<file path="src/axfp_pkg.sv">
// ----------------------------------------------------------------------------
// axfp_pkg
// Shared types and constants for the ASCII frame parser.
// ----------------------------------------------------------------------------
`default_nettype none
package axfp_pkg;

   localparam logic [7:0] CH_LF    = 8'd10;
   localparam logic [7:0] CH_CR    = 8'd13;
   localparam logic [7:0] CH_NUL   = 8'd0;
   localparam logic [7:0] CH_V     = 8'h56;
   localparam logic [7:0] CH_R     = 8'h52;
   localparam logic [7:0] CH_B     = 8'h42;
   localparam logic [7:0] CH_A     = 8'h41;
   localparam logic [7:0] CH_H     = 8'h48;
   localparam logic [7:0] CH_P     = 8'h50;
   localparam logic [7:0] CH_E     = 8'h45;
   localparam logic [7:0] CH_PLUS  = 8'h2B;
   localparam logic [7:0] CH_MINUS = 8'h2D;
   localparam logic [7:0] CH_COMMA = 8'h2C;
   localparam logic [7:0] CH_ZERO  = 8'h30;

   localparam logic [16:0] ANGLE_CAP = 17'd32768;

   localparam logic [2:0] ST_OK    = 3'd0;
   localparam logic [2:0] ST_SHORT = 3'd1;
   localparam logic [2:0] ST_START = 3'd2;
   localparam logic [2:0] ST_CSUM  = 3'd3;
   localparam logic [2:0] ST_OVER  = 3'd4;

   localparam logic [2:0] MK_H = 3'd0;
   localparam logic [2:0] MK_R = 3'd1;
   localparam logic [2:0] MK_B = 3'd2;
   localparam logic [2:0] MK_P = 3'd3;
   localparam logic [2:0] MK_A = 3'd4;
   localparam logic [2:0] MK_E = 3'd5;
   localparam logic [2:0] MK_X = 3'd6;

   // number phases
   localparam logic [2:0] PH_BLANK1 = 3'd0;
   localparam logic [2:0] PH_SIGN1  = 3'd1;
   localparam logic [2:0] PH_DIG1   = 3'd2;
   localparam logic [2:0] PH_BLANK2 = 3'd3;
   localparam logic [2:0] PH_SIGN2  = 3'd4;
   localparam logic [2:0] PH_DIG2   = 3'd5;
   localparam logic [2:0] PH_DONE   = 3'd6;
   localparam logic [2:0] PH_FAIL   = 3'd7;

   // classified byte passed from front to back
   typedef struct packed {
      logic       eol;      // LF: emit result and clear
      logic       take;     // byte enters the decoders
      logic       first;    // type character
      logic [3:0] bidx;     // board cell index, 9 means beyond
      logic [7:0] data;
      // line summary, meaningful with eol
      logic [2:0] status;
      logic       long13;
   } item_type;

   typedef struct packed {
      logic [2:0]  line_status;
      logic [2:0]  msg_kind;
      logic [7:0]  type_code;
      logic [15:0] angle_tenths;
      logic        board_valid;
      logic [17:0] board_cells;
      logic        alarm_valid;
      logic [7:0]  alarm_from;
      logic [7:0]  alarm_to;
   } result_type;

   function automatic logic is_blank(input logic [7:0] c);
      return c == 8'd32 || c == 8'd9 || c == 8'd11 || c == 8'd12;
   endfunction

   function automatic logic is_digit(input logic [7:0] c);
      return c >= 8'h30 && c <= 8'h39;
   endfunction

   function automatic logic [7:0] hex_char(input logic [3:0] n);
      return (n < 4'd10) ? (8'h30 + {4'd0, n}) : (8'h37 + {4'd0, n});
   endfunction

   function automatic logic [7:0] upper(input logic [7:0] c);
      return (c >= 8'h61 && c <= 8'h7A) ? c - 8'd32 : c;
   endfunction

   function automatic logic [2:0] kind_of(input logic [7:0] c);
      logic [2:0] k;
      unique case (c)
         CH_H:    k = MK_H;
         CH_R:    k = MK_R;
         CH_B:    k = MK_B;
         CH_P:    k = MK_P;
         CH_A:    k = MK_A;
         CH_E:    k = MK_E;
         default: k = MK_X;
      endcase
      return k;
   endfunction

endpackage
`default_nettype wire

</file>
<file path="src/axfp_if.sv">
// ----------------------------------------------------------------------------
// axfp_if
// Valid/ready channel carrying a payload of configurable type.
// ----------------------------------------------------------------------------
`default_nettype none
interface axfp_if #(parameter type payload_type = logic [7:0]);
   logic        valid;
   logic        ready;
   payload_type data;
   modport source (output valid, output data, input ready);
   modport sink   (input valid, input data, output ready);
endinterface
`default_nettype wire

</file>
<file path="src/ascii_xor_frame_parser.sv">
// ----------------------------------------------------------------------------
// ascii_xor_frame_parser
// Parser for 'V'-framed text lines with a two-digit hex XOR checksum.
// ----------------------------------------------------------------------------
// Input channel req: one received byte per transfer. Result channel rsp: one
// result per LF byte, carrying line status, message kind and the decoded
// angle, board or alarm fields; other bytes give no result.
// Throughput: one byte per cycle while the queue has room, set by the framing
// front end, which updates count, hold and XOR for each accepted byte. A result
// reaches rsp through the queue: the LF item enters the two-entry queue on its
// transfer, and the decoder stage then loads its result register from it.
// Reset clears all line state; the first byte afterwards begins a new line.
// When the receiver stalls, the result register holds, the queue fills, and
// req_ready falls once the queue is full; no byte or result is lost.
// ----------------------------------------------------------------------------
`default_nettype none
module ascii_xor_frame_parser
   import axfp_pkg::*;
#(
   parameter int MAX_LINE = 64
) (
   input  wire logic clock,
   input  wire logic reset,
   axfp_if.sink      req,
   axfp_if.source    rsp
);
   logic     f_valid, f_ready, q_valid, q_ready;
   item_type f_item, q_item;
   result_type res;

   axfp_front #(.MAX_LINE(MAX_LINE)) u_front (
      .clock, .reset,
      .in_valid (req.valid), .in_ready (req.ready), .in_byte (req.data),
      .out_valid(f_valid), .out_ready(f_ready), .out_item(f_item)
   );

   axfp_fifo u_fifo (
      .clock, .reset,
      .in_valid (f_valid), .in_ready (f_ready), .in_item (f_item),
      .out_valid(q_valid), .out_ready(q_ready), .out_item(q_item)
   );

   axfp_back u_back (
      .clock, .reset,
      .in_valid (q_valid), .in_ready (q_ready), .in_item (q_item),
      .out_valid(rsp.valid), .out_ready(rsp.ready), .out_res(res)
   );

   assign rsp.data = res;

endmodule
`default_nettype wire

</file>
<file path="src/axfp_front.sv">
// ----------------------------------------------------------------------------
// axfp_front
// Line framing: count, CR or NUL end, overflow, start char, two-byte hold,
// XOR and line status. Emits one classified item per transfer.
// ----------------------------------------------------------------------------
`default_nettype none
module axfp_front
   import axfp_pkg::*;
#(
   parameter int MAX_LINE = 64
) (
   input  wire logic       clock,
   input  wire logic       reset,
   input  wire logic       in_valid,
   output logic            in_ready,
   input  wire logic [7:0] in_byte,
   output logic            out_valid,
   input  wire logic       out_ready,
   output item_type        out_item
);
   localparam int CW = $clog2(MAX_LINE + 1);

   logic [CW-1:0] count_ff, count_in;
   logic          ended_ff, ended_in, over_ff, over_in;
   logic [7:0]    start_ff, start_in, hold0_ff, hold0_in, hold1_ff, hold1_in;
   logic [7:0]    xor_ff, xor_in;
   logic          fire;
   logic [2:0]    status;
   logic [CW-1:0] t_idx;

   assign in_ready  = out_ready;
   assign out_valid = in_valid;
   assign fire      = in_valid && out_ready;
   assign t_idx     = count_ff - CW'(3);

   always_comb begin
      if (over_ff)
         status = ST_OVER;
      else if (count_ff < CW'(3))
         status = ST_SHORT;
      else if (start_ff != CH_V)
         status = ST_START;
      else if (upper(hold0_ff) != hex_char(xor_ff[7:4]) ||
               upper(hold1_ff) != hex_char(xor_ff[3:0]))
         status = ST_CSUM;
      else
         status = ST_OK;
   end

   always_comb begin
      count_in = count_ff;
      ended_in = ended_ff;
      over_in  = over_ff;
      start_in = start_ff;
      hold0_in = hold0_ff;
      hold1_in = hold1_ff;
      xor_in   = xor_ff;
      out_item = '0;
      out_item.data   = hold0_ff;
      out_item.status = status;
      out_item.long13 = count_ff >= CW'(13);
      out_item.first  = count_ff == CW'(3);
      out_item.bidx   = (t_idx >= CW'(10)) ? 4'd9 : 4'(t_idx - CW'(1));
      if (in_byte == CH_LF) begin
         out_item.eol = 1'b1;
         count_in = '0;
         ended_in = 1'b0;
         over_in  = 1'b0;
         start_in = '0;
         hold0_in = '0;
         hold1_in = '0;
         xor_in   = '0;
      end else if (ended_ff || over_ff) begin
      end else if (in_byte == CH_CR || in_byte == CH_NUL) begin
         ended_in = 1'b1;
      end else if (count_ff >= CW'(MAX_LINE)) begin
         over_in = 1'b1;
      end else begin
         count_in = count_ff + CW'(1);
         if (count_ff == CW'(0))
            start_in = in_byte;
         else if (count_ff == CW'(1))
            hold0_in = in_byte;
         else if (count_ff == CW'(2))
            hold1_in = in_byte;
         else begin
            out_item.take = 1'b1;
            xor_in   = xor_ff ^ hold0_ff;
            hold0_in = hold1_ff;
            hold1_in = in_byte;
         end
      end
   end

   always_ff @(posedge clock) begin
      if (reset) begin
         count_ff <= '0;
         ended_ff <= 1'b0;
         over_ff  <= 1'b0;
         start_ff <= '0;
         hold0_ff <= '0;
         hold1_ff <= '0;
         xor_ff   <= '0;
      end else if (fire) begin
         count_ff <= count_in;
         ended_ff <= ended_in;
         over_ff  <= over_in;
         start_ff <= start_in;
         hold0_ff <= hold0_in;
         hold1_ff <= hold1_in;
         xor_ff   <= xor_in;
      end
   end

   a_count_max: assert property (@(posedge clock) disable iff (reset)
      count_ff <= CW'(MAX_LINE)) else $error("line count beyond limit");
   a_lf_clears: assert property (@(posedge clock) disable iff (reset)
      fire && in_byte == CH_LF |=> count_ff == '0 && !over_ff && !ended_ff)
      else $error("line state not cleared at LF");
   a_over_sticky: assert property (@(posedge clock) disable iff (reset)
      over_ff && !(fire && in_byte == CH_LF) |=> over_ff)
      else $error("overflow flag dropped mid-line");

endmodule
`default_nettype wire

</file>
<file path="src/axfp_fifo.sv">
// ----------------------------------------------------------------------------
// axfp_fifo
// Two-entry queue of classified items between front and back.
// ----------------------------------------------------------------------------
`default_nettype none
module axfp_fifo
   import axfp_pkg::*;
(
   input  wire logic      clock,
   input  wire logic      reset,
   input  wire logic      in_valid,
   output logic           in_ready,
   input  wire item_type  in_item,
   output logic           out_valid,
   input  wire logic      out_ready,
   output item_type       out_item
);
   item_type   mem_ff [2];
   logic       wp_ff, rp_ff;
   logic [1:0] cnt_ff;
   logic       push, pop;

   assign in_ready  = cnt_ff != 2'd2;
   assign out_valid = cnt_ff != 2'd0;
   assign out_item  = mem_ff[rp_ff];
   assign push      = in_valid && in_ready;
   assign pop       = out_valid && out_ready;

   always_ff @(posedge clock) begin
      if (push)
         mem_ff[wp_ff] <= in_item;
   end

   always_ff @(posedge clock) begin
      if (reset) begin
         wp_ff  <= 1'b0;
         rp_ff  <= 1'b0;
         cnt_ff <= '0;
      end else begin
         if (push) wp_ff <= !wp_ff;
         if (pop)  rp_ff <= !rp_ff;
         cnt_ff <= cnt_ff + {1'b0, push} - {1'b0, pop};
      end
   end

   a_cnt: assert property (@(posedge clock) disable iff (reset)
      cnt_ff != 2'd3) else $error("queue count out of range");
   a_ptr: assert property (@(posedge clock) disable iff (reset)
      (cnt_ff == 2'd0 || cnt_ff == 2'd2) |-> wp_ff == rp_ff)
      else $error("queue pointers inconsistent");
   a_full: assert property (@(posedge clock) disable iff (reset)
      cnt_ff == 2'd2 && !pop |=> cnt_ff == 2'd2)
      else $error("queue lost an entry");

endmodule
`default_nettype wire

</file>
<file path="src/axfp_back.sv">
// ----------------------------------------------------------------------------
// axfp_back
// Payload decoders (angle, board, alarm) and registered result stage.
// ----------------------------------------------------------------------------
`default_nettype none
module axfp_back
   import axfp_pkg::*;
(
   input  wire logic     clock,
   input  wire logic     reset,
   input  wire logic     in_valid,
   output logic          in_ready,
   input  wire item_type in_item,
   output logic          out_valid,
   input  wire logic     out_ready,
   output result_type    out_res
);
   logic [7:0]  kind_ff, kind_in;
   logic [16:0] ang_ff, ang_in;
   logic [2:0]  ph_ff, ph_in;
   logic        neg_ff, neg_in;
   logic [17:0] cell_ff, cell_in;
   logic        cok_ff, cok_in;
   logic [7:0]  a1_ff, a1_in, a2_ff, a2_in;
   logic        vld_ff;
   result_type  res_ff, res_in;
   logic        fire, emit;
   logic [7:0]  c;
   logic [3:0]  dv;
   logic [20:0] ang_mul;

   assign in_ready  = !vld_ff || out_ready;
   assign fire      = in_valid && in_ready;
   assign emit      = fire && in_item.eol;
   assign out_valid = vld_ff;
   assign out_res   = res_ff;
   assign c         = in_item.data;
   assign dv        = 4'(c - CH_ZERO);
   assign ang_mul   = {ang_ff, 3'b0} + {2'b0, ang_ff, 1'b0} + {17'd0, dv};

   always_comb begin
      kind_in = kind_ff;
      ang_in  = ang_ff;
      ph_in   = ph_ff;
      neg_in  = neg_ff;
      cell_in = cell_ff;
      cok_in  = cok_ff;
      a1_in   = a1_ff;
      a2_in   = a2_ff;
      if (in_item.eol) begin
         kind_in = '0; ang_in = '0; ph_in = PH_BLANK1; neg_in = 1'b0;
         cell_in = '0; cok_in = 1'b1; a1_in = '0; a2_in = '0;
      end else if (in_item.take && in_item.first) begin
         kind_in = c;
      end else if (in_item.take) begin
         case (kind_ff)
            CH_R: begin
               if (ph_ff == PH_BLANK1) begin
                  if (is_blank(c)) begin
                  end else if (c == CH_PLUS) ph_in = PH_SIGN1;
                  else if (c == CH_MINUS) begin neg_in = 1'b1; ph_in = PH_SIGN1; end
                  else if (is_digit(c)) begin
                     ang_in = (ang_mul > 21'(ANGLE_CAP)) ? ANGLE_CAP : ang_mul[16:0];
                     ph_in  = PH_DIG1;
                  end else ph_in = PH_DONE;
               end else if (ph_ff == PH_SIGN1 || ph_ff == PH_DIG1) begin
                  if (is_digit(c)) begin
                     ang_in = (ang_mul > 21'(ANGLE_CAP)) ? ANGLE_CAP : ang_mul[16:0];
                     ph_in  = PH_DIG1;
                  end else ph_in = PH_DONE;
               end
            end
            CH_B: begin
               if (in_item.bidx < 4'd9) begin
                  if (c >= CH_ZERO && c <= 8'h32)
                     cell_in = cell_ff | (18'(c[1:0]) << {in_item.bidx, 1'b0});
                  else
                     cok_in = 1'b0;
               end
            end
            CH_A: begin
               case (ph_ff)
                  PH_BLANK1, PH_BLANK2, PH_SIGN1, PH_SIGN2: begin
                     if ((ph_ff == PH_BLANK1 || ph_ff == PH_BLANK2) && is_blank(c)) begin
                     end else if ((ph_ff == PH_BLANK1 || ph_ff == PH_BLANK2)
                                  && c == CH_PLUS)
                        ph_in = ph_ff + 3'd1;
                     else if ((ph_ff == PH_BLANK1 || ph_ff == PH_BLANK2)
                              && c == CH_MINUS) begin
                        neg_in = 1'b1;
                        ph_in  = ph_ff + 3'd1;
                     end else if (!is_digit(c))
                        ph_in = PH_FAIL;
                     else if (ph_ff < PH_BLANK2) begin
                        a1_in = {4'd0, dv}; ph_in = PH_DIG1;
                     end else begin
                        a2_in = {4'd0, dv}; ph_in = PH_DIG2;
                     end
                  end
                  PH_DIG1: begin
                     if (is_digit(c))
                        a1_in = 8'({a1_ff, 3'b0} + {a1_ff, 1'b0}) + {4'd0, dv};
                     else if (c == CH_COMMA) begin
                        if (neg_ff) a1_in = 8'd0 - a1_ff;
                        neg_in = 1'b0;
                        ph_in  = PH_BLANK2;
                     end else ph_in = PH_FAIL;
                  end
                  PH_DIG2: begin
                     if (is_digit(c))
                        a2_in = 8'({a2_ff, 3'b0} + {a2_ff, 1'b0}) + {4'd0, dv};
                     else begin
                        if (neg_ff) a2_in = 8'd0 - a2_ff;
                        neg_in = 1'b0;
                        ph_in  = PH_DONE;
                     end
                  end
                  default: begin
                  end
               endcase
            end
            default: begin
            end
         endcase
      end
   end

   always_comb begin
      res_in = '0;
      res_in.line_status = in_item.status;
      if (in_item.status == ST_OK) begin
         res_in.msg_kind  = kind_of(kind_ff);
         res_in.type_code = kind_ff;
         if (kind_ff == CH_R && (ph_ff == PH_DIG1 || ph_ff == PH_DONE))
            res_in.angle_tenths = neg_ff ? 16'(17'd0 - ang_ff)
               : ((ang_ff > 17'd32767) ? 16'd32767 : ang_ff[15:0]);
         if (kind_ff == CH_B && cok_ff && in_item.long13) begin
            res_in.board_valid = 1'b1;
            res_in.board_cells = cell_ff;
         end
         if (kind_ff == CH_A && (ph_ff == PH_DIG2 || ph_ff == PH_DONE)) begin
            res_in.alarm_valid = 1'b1;
            res_in.alarm_from  = a1_ff;
            res_in.alarm_to    = (ph_ff == PH_DIG2 && neg_ff) ? 8'd0 - a2_ff : a2_ff;
         end
      end
   end

   always_ff @(posedge clock) begin
      if (reset) begin
         kind_ff <= '0; ang_ff <= '0; ph_ff <= PH_BLANK1; neg_ff <= 1'b0;
         cell_ff <= '0; cok_ff <= 1'b1; a1_ff <= '0; a2_ff <= '0;
         vld_ff  <= 1'b0;
      end else begin
         if (fire) begin
            kind_ff <= kind_in; ang_ff <= ang_in; ph_ff <= ph_in; neg_ff <= neg_in;
            cell_ff <= cell_in; cok_ff <= cok_in; a1_ff <= a1_in; a2_ff <= a2_in;
         end
         if (emit)
            vld_ff <= 1'b1;
         else if (out_ready)
            vld_ff <= 1'b0;
      end
   end

   always_ff @(posedge clock) begin
      if (emit)
         res_ff <= res_in;
   end

   a_ang_cap: assert property (@(posedge clock) disable iff (reset)
      ang_ff <= ANGLE_CAP) else $error("angle accumulator beyond cap");
   a_hold: assert property (@(posedge clock) disable iff (reset)
      vld_ff && !out_ready |=> vld_ff && $stable(res_ff))
      else $error("stalled result changed");
   a_eol_clr: assert property (@(posedge clock) disable iff (reset)
      emit |=> ph_ff == PH_BLANK1 && cok_ff && kind_ff == '0)
      else $error("decoder state not cleared after line");

endmodule
`default_nettype wire

</file>
<file path="src/flat_wrapper.sv">
// flat-port wrapper written by rule: the top's interface ports become plain ports
module ascii_xor_frame_parser_flat import axfp_pkg::*;
#(
   parameter int MAX_LINE = 64
)
  (clock, reset, req_valid, req_data, req_ready, rsp_valid, rsp_data, rsp_ready);
  axfp_if #(.payload_type(logic [7:0])) req_i ();
  axfp_if #(.payload_type(result_type)) rsp_i ();
  input  wire logic clock;
  input  wire logic reset;
  input wire logic [$bits(req_i.valid)-1:0] req_valid;
  input wire logic [$bits(req_i.data)-1:0] req_data;
  output wire logic [$bits(req_i.ready)-1:0] req_ready;
  output wire logic [$bits(rsp_i.valid)-1:0] rsp_valid;
  output wire logic [$bits(rsp_i.data)-1:0] rsp_data;
  input wire logic [$bits(rsp_i.ready)-1:0] rsp_ready;
  assign req_i.valid = req_valid;
  assign req_i.data = req_data;
  assign req_ready = req_i.ready;
  assign rsp_valid = rsp_i.valid;
  assign rsp_data = rsp_i.data;
  assign rsp_i.ready = rsp_ready;
  ascii_xor_frame_parser #(.MAX_LINE(MAX_LINE)) u_core (.clock(clock), .reset(reset), .req(req_i), .rsp(rsp_i));
endmodule
</file>
<file path="config.mk">
export PLATFORM = sky130hd
export DESIGN_NAME = ascii_xor_frame_parser_flat
export DESIGN_NICKNAME = d
export VERILOG_FILES = /design/src/axfp_pkg.sv /design/src/axfp_if.sv /design/src/ascii_xor_frame_parser.sv /design/src/axfp_front.sv /design/src/axfp_fifo.sv /design/src/axfp_back.sv /design/src/flat_wrapper.sv
export SDC_FILE = /design/constraint.sdc
export NUM_CORES = 1
export LEC_CHECK = 0
export BUFFER_PORTS_ARGS = -buffer_cell sky130_fd_sc_hd__buf_2
export CORE_ASPECT_RATIO = 0.75
export CORE_MARGIN = 5
export CORE_UTILIZATION = 50
export CTS_CLUSTER_DIAMETER = 200
export DETAILED_ROUTE_END_ITERATION = 7
export GPL_ROUTABILITY_DRIVEN = 0
export PLACE_DENSITY = 0.67
export RECOVER_POWER = 50
export SYNTH_ARGS = -nofsm -noshare
export SYNTH_HDL_FRONTEND = slang
export SYNTH_SLANG_ARGS = --single-unit
</file>
<file path="constraint.sdc">
create_clock -name clock -period 6.4 [get_ports clock]
set_clock_uncertainty 0.05 [all_clocks]
set_input_delay 0.96 -clock clock [delete_from_list [all_inputs] [get_ports clock]]
set_output_delay 0.96 -clock clock [all_outputs]
set_load 0.01 [all_outputs]
</file>
Yosys cells after proc, flatten, opt, wreduce, memory -nomap -nowiden --
Memories as Yosys holds them, arrays and structs flattened. A register that Yosys moved wholly into a read port is not among the register bits. Index checks and enable logic that the tools add are counted.
Operators by class: eq/ne operators 62, shift-type cells 1, add/sub/neg operators 22, $lt $le $gt $ge 17, bitwise gates (word level) 2, muxes and demuxes 149, reduce and logical (&&, ||, !) cells 69
Operators with widths (count):
- two-way mux 8 bit | 53
- two-way mux 17 bit | 12
- two-way mux 18 bit | 6
- two-way mux 3 bit | 18
- equality test 8 x 7 -> 1 bit, second input constant | 6
- inequality test 4 bit, second input constant | 11
- two-way mux 7 bit | 6
- inequality test 3 bit, second input constant | 14
- equality test 8 x 4 -> 1 bit, second input constant | 5
- two-way mux 1 bit | 40
- equality test 8 x 6 -> 1 bit, second input constant | 4
- two-way mux 16 bit | 2
- one-hot mux 8 bit (2 select lines) | 2
- adder 6 x 4 -> 7 bit, first input constant | 4
- AND reduction 6 bit | 4
- nonzero test 2 bit | 12
- adder 20 x 18 -> 21 bit | 1
- adder 21 x 4 -> 21 bit | 1
- > comparator 21 x 16 -> 1 bit, second input constant | 1
- two-way mux 19 bit | 1
- inequality test 2 bit, second input constant | 9
- OR 18 bit | 1
- one-hot mux 3 bit (6 select lines) | 1
- << shifter 2 x 5 -> 18 bit | 1
- 54 further kinds | 107
Storage, ports and cells: output and inout bits 68, logic and storage cells 351, memories kept 1, register bits after elaboration 176, bits in writable memories 38, bits of input ports 12
Memories:
- u_core.u_fifo.mem_ff | depth 2, width 19, read ports 1, clocked after memory_dff 1, wr ports 1, line axfp_fifo.sv:18 | item_type mem_ff [2];

Longest topological paths before layout --
word-level depth 13, mapped depth 14, gate-level depth less buffers 13

Hierarchy --
A second synthesis with hierarchy kept.
Unflattened totals: cells, all modules 1264, area, all modules 12286.8 um^2
Modules (own cells, without submodules):
- axfp_back | cells an instance 847, seq. area each 3283.1 um^2, area an instance 7906.3 um^2, times used 1
- axfp_front | cells an instance 329, seq. area each 820.8 um^2, area an instance 2748.9 um^2, times used 1
- axfp_fifo | cells an instance 88, seq. area each 1241.2 um^2, area an instance 1631.6 um^2, times used 1

Worst setup path after synthesis --
Ideal clock, no wire load.
path type in2reg, start point in rsp_ready, end point reg u_core.u_back.a2_ff[2], setup time 0.070 ns, data required time 6.280 ns, buffers on the path 0, path slack 1.081 ns, arrival time 5.198 ns, cell stages on the path 6, cells stage by stage nand2b_1 -> o21ai_0 -> nor2_1 -> a21oi_1 -> or4_1 -> a21oi_1
Between the ends: cells in the longest elaborated chain, start to end 3
Ends and longest elaborated chain:
- from (decl) | line flat_wrapper.sv:16 | input wire logic [$bits(rsp_i.ready)-1:0] rsp_ready;
- logical OR 1 bit | line axfp_back.sv:32 | assign in_ready = !vld_ff || out_ready;
- logical AND 1 bit | line axfp_back.sv:33 | assign fire = in_valid && in_ready;
- AND reduction 11 bit (no line)
- to (signal assigned) | line axfp_back.sv:157 | cell_ff <= cell_in; cok_ff <= cok_in; a1_ff <= a1_in; a2_ff <= a2_in;
- to (decl) | line axfp_back.sv:24 | logic [7:0] a1_ff, a1_in, a2_ff, a2_in;
No other way between the ends. A chain may end at the register's enable or synchronous reset.

==> results.json <==
{
  "path_common_cell": "buf_4",
  "async_flop_share": 0,
  "fin_crit_sh": 0.7966,
  "cap_violations": 2,
  "ir_drop_uv": 199.4,
  "drt_iter0_drc": 710,
  "syn_inst": 1335,
  "drv_slew": 140,
  "grt_use_met1": 0.3222,
  "p_clk_frac": 0.318,
  "p_int_mw": 2.846,
  "start_util": 0.5125,
  "met2_usage": 0.3030,
  "track_usage": 0.2070,
  "core_mm2": 0.02416,
  "final_util": 0.5653,
  "switching_share": 0.3267,
  "antenna_found_initial": 0,
  "vias_per_cell": 5.779,
  "synth_top_area_frac": 0.2523,
  "crit_family": "buffers and inverters",
  "critPathRequiredTime_ns": 6.59,
  "hpwl_mm": 20.89,
  "pwr-share-seq": 0.422,
  "place_area_mm2": 0.01302,
  "violations": "max-capacitance violations, max-slew violations",
  "rows": 49,
  "power.density_mw_per_mm2": 309.6,
  "ctsResizeCount": 0,
  "synth_flop_cell": "dfxtp_1",
  "ant_nets": 0,
  "gr-total-overflow": 0,
  "cp.arrival_ns": 5.29,
  "area_growth_pct": 10.30,
  "slew_headroom": -1.321,
  "htreeDepth": 1,
  "p_sw_mw": 1.381,
  "finalSetupViolations": 0,
  "dr_total_vias": 10020,
  "start_kind": "primary input",
  "cts_tree": "done",
  "dieHeight_um": 146.3,
  "final_nets": 1478,
  "cts.sinks": 215,
  "ys_ff_latch": 215,
  "grt_pass1_wl_mm": 48.77,
  "fin_setup_tns_ns": 0,
  "finalWirelength_mm": 29.42,
  "die-area_mm2": 0.02804,
  "cts_root_buf": "clkbuf_16",
  "clock_path_buffers": 3,
  "hold_viol_final": 0,
  "clkLatencyLatePin_ns": 0.51,
  "p_leak_nw": 5.051,
  "finalPower_mw": 4.227,
  "synth_cell_type_count": 84,
  "ys_seq_area_frac": 0.4318,
  "ys_warn_count": 0,
  "netlist_area_mm2": 0.01238,
  "grt_pass1_vias": 9314,
  "met3_usage": 0.03699,
  "numCtsBuffers": 22,
  "io_buffers": 79,
  "path_clk_slew_ns": 0.06,
  "die_w_um": 191.7,
  "diodes": 0,
  "fmax_mhz": 196.1,
  "synth_area_leader_cell": "edfxtp_1",
  "rsz0062_at_grt": "false",
  "layout-drive-gt1-share": 0.05631,
  "wire_per_inst_um": 16.97,
  "cts_setup_buffers": 0,
  "worstPathMaxFanout": 70,
  "cp_num_buf_inv": 5,
  "syn_nets": 1425,
  "post-route-drc-count": 0,
  "cp-end-kind": "register",
  "critPathSlowestCell": "clkbuf_1",
  "holdBufCountCts": 0,
  "ioPinCount": 80,
  "status": "finished with violations",
  "critical_path_class": "primary input to register",
  "firstDrtPassIters": 5,
  "syn_avg_cell_area_um2": 9.273,
  "final_cell_area_mm2": 0.01365,
  "path_cells": "buf_2, clkbuf_1, inv_1, o21ai_0, buf_4, a31oi_1, buf_4, nand2_1, o41ai_1",
  "grt-busiest-layer": "met1",
  "synth_edf_count": 104,
  "worst_pin_slew_ns": 3.482,
  "max_stage_delay_ns": 2.42,
  "combPwrFrac": 0.260,
  "synth_area_leaders": "edfxtp_1 (25%), dfxtp_1 (18%), ha_1 (7.3%), a21oi_1 (4.6%), nor2_1 (4.5%)",
  "grt_max_degree": 71,
  "min_period_ns": 5.099,
  "hold_class": "register to register"
}
-- path summary, 6_finish.rpt --
kind / startpoint / to / slack, ns / cells after the start
setup / recovery: reset / u_core.u_back.ang_ff[14]$_SDFFE_PP0P_ / 1.30 / 9
hold / removal: u_core.u_back.cok_ff$_SDFFE_PP1P_ / u_core.u_back.cok_ff$_SDFFE_PP1P_ / 0.40 / 1
setup reg to reg: register / u_core.u_back.a2_ff[2]$_SDFFE_PP0P_ / 1.51 / 9
hold reg to reg: u_core.u_back.cok_ff$_SDFFE_PP1P_ / u_core.u_back.cok_ff$_SDFFE_PP1P_ / 0.40 / 1
-- sequential cells by signal (all words and copies together) (netlist names), 2 cells and up, named ones only --
signal and count:
u_core.u_front.xor_ff 8, u_core.u_front.hold1_ff 8, u_core.u_fifo.cnt_ff 2, u_core.u_back.cell_ff 18, u_core.u_front.hold0_ff 8, u_core.u_back.ph_ff 3
u_core.u_back.a2_ff 8, u_core.u_front.start_ff 8, u_core.u_back.ang_ff 17, u_core.u_front.count_ff 7, u_core.u_back.a1_ff 8, u_core.u_back.out_res 66
u_core.u_back.kind_ff 8, u_core.u_fifo.mem_ff 38
-- cells in the final DEF (no fill, tap or decap), types with 13 or more instances in the layout --
| master | instances |
|---|---|
| mux2i_1 | 28 |
| inv_1 | 52 |
| or3_1 | 18 |
| xor2_1 | 28 |
| edfxtp_1 | 104 |
| clkbuf_1 | 79 |
| clkbuf_16 | 24 |
| a22oi_1 | 13 |
| o21ai_0 | 63 |
| nand2_1 | 129 |
| dfxtp_1 | 111 |
| nor2_1 | 148 |
| and3_1 | 14 |
| and2_1 | 32 |
| nor3_1 | 37 |
| a21oi_1 | 114 |
| nand4_1 | 20 |
| nand3_1 | 21 |
| ha_1 | 72 |
| xnor2_1 | 48 |
-- synthesized netlist by cell type, types with 20 or more instances --
library cell / n
nor2_1: 148
nand2_1: 129
a21oi_1: 114
dfxtp_1: 111
edfxtp_1: 104
ha_1: 72
o21ai_0: 63
inv_1: 52
xnor2_1: 48
clkbuf_1: 47
and2_1: 39
nor3_1: 37
mux2i_1: 28
xor2_1: 28
nand3_1: 21
nand4_1: 20
-- layer usage --
layer	routed length [µm]	up-vias
met1	14760	4738
met4	412	0
met2	12250	301
li1	-	4952
met5	0	-
met3	1999	30
-- kinds of logic (layout without fill, tap and decap cells) --
logic type	Yosys count	after routing	synth area share
AOI/OAI and AO/OA	309	309	0.1576
xor gates and xnor gates	76	76	0.05377
adders and majority gates	78	78	0.08247
buffers and inverters	114	182	0.03709
DFF	215	215	0.4318
muxes	42	42	0.03628
and+or+nand+nor	501	501	0.2010
-- area by class of cell --
class	count	area, µm²
Fill cell	2197	10500
Clock inverter	9	123.9
Sequential cell	215	5345
Multi-Input combinational cell	1006	6569
Clock buffer	30	633.1
Tap cell	331	414.1
Inverter	53	198.9
Timing Repair Buffer	90	370.4
-- power by group through the flow --
stage | clock [mW] | combinational (mW) | sequential [mW]
final | 1.34 | 1.10 | 1.78
after global routing | 1.44 | 1.23 | 1.81
after CTS | 1.37 | 1.14 | 1.77
after detailed placement | 0 | 1.13 | 1.80
after global placement | 0 | 1.12 | 1.80
after floorplan | 0 | 0.787 | 1.82
-- stage by stage --
step / hold WS (ns) / instances / setup WS (ns)
detailed placement: 0.3835 / 1695 / 2.127
finish: 0.3964 / 1734 / 1.301
global route: 0.4263 / 1734 / 0.8707
CTS: 0.3982 / 1734 / 2.109
floorplan: 0.3688 / 1335 / 1.081
global placement: 0.3785 / 1695 / 2.216
Note: power is estimated with default switching activity, not from simulation.
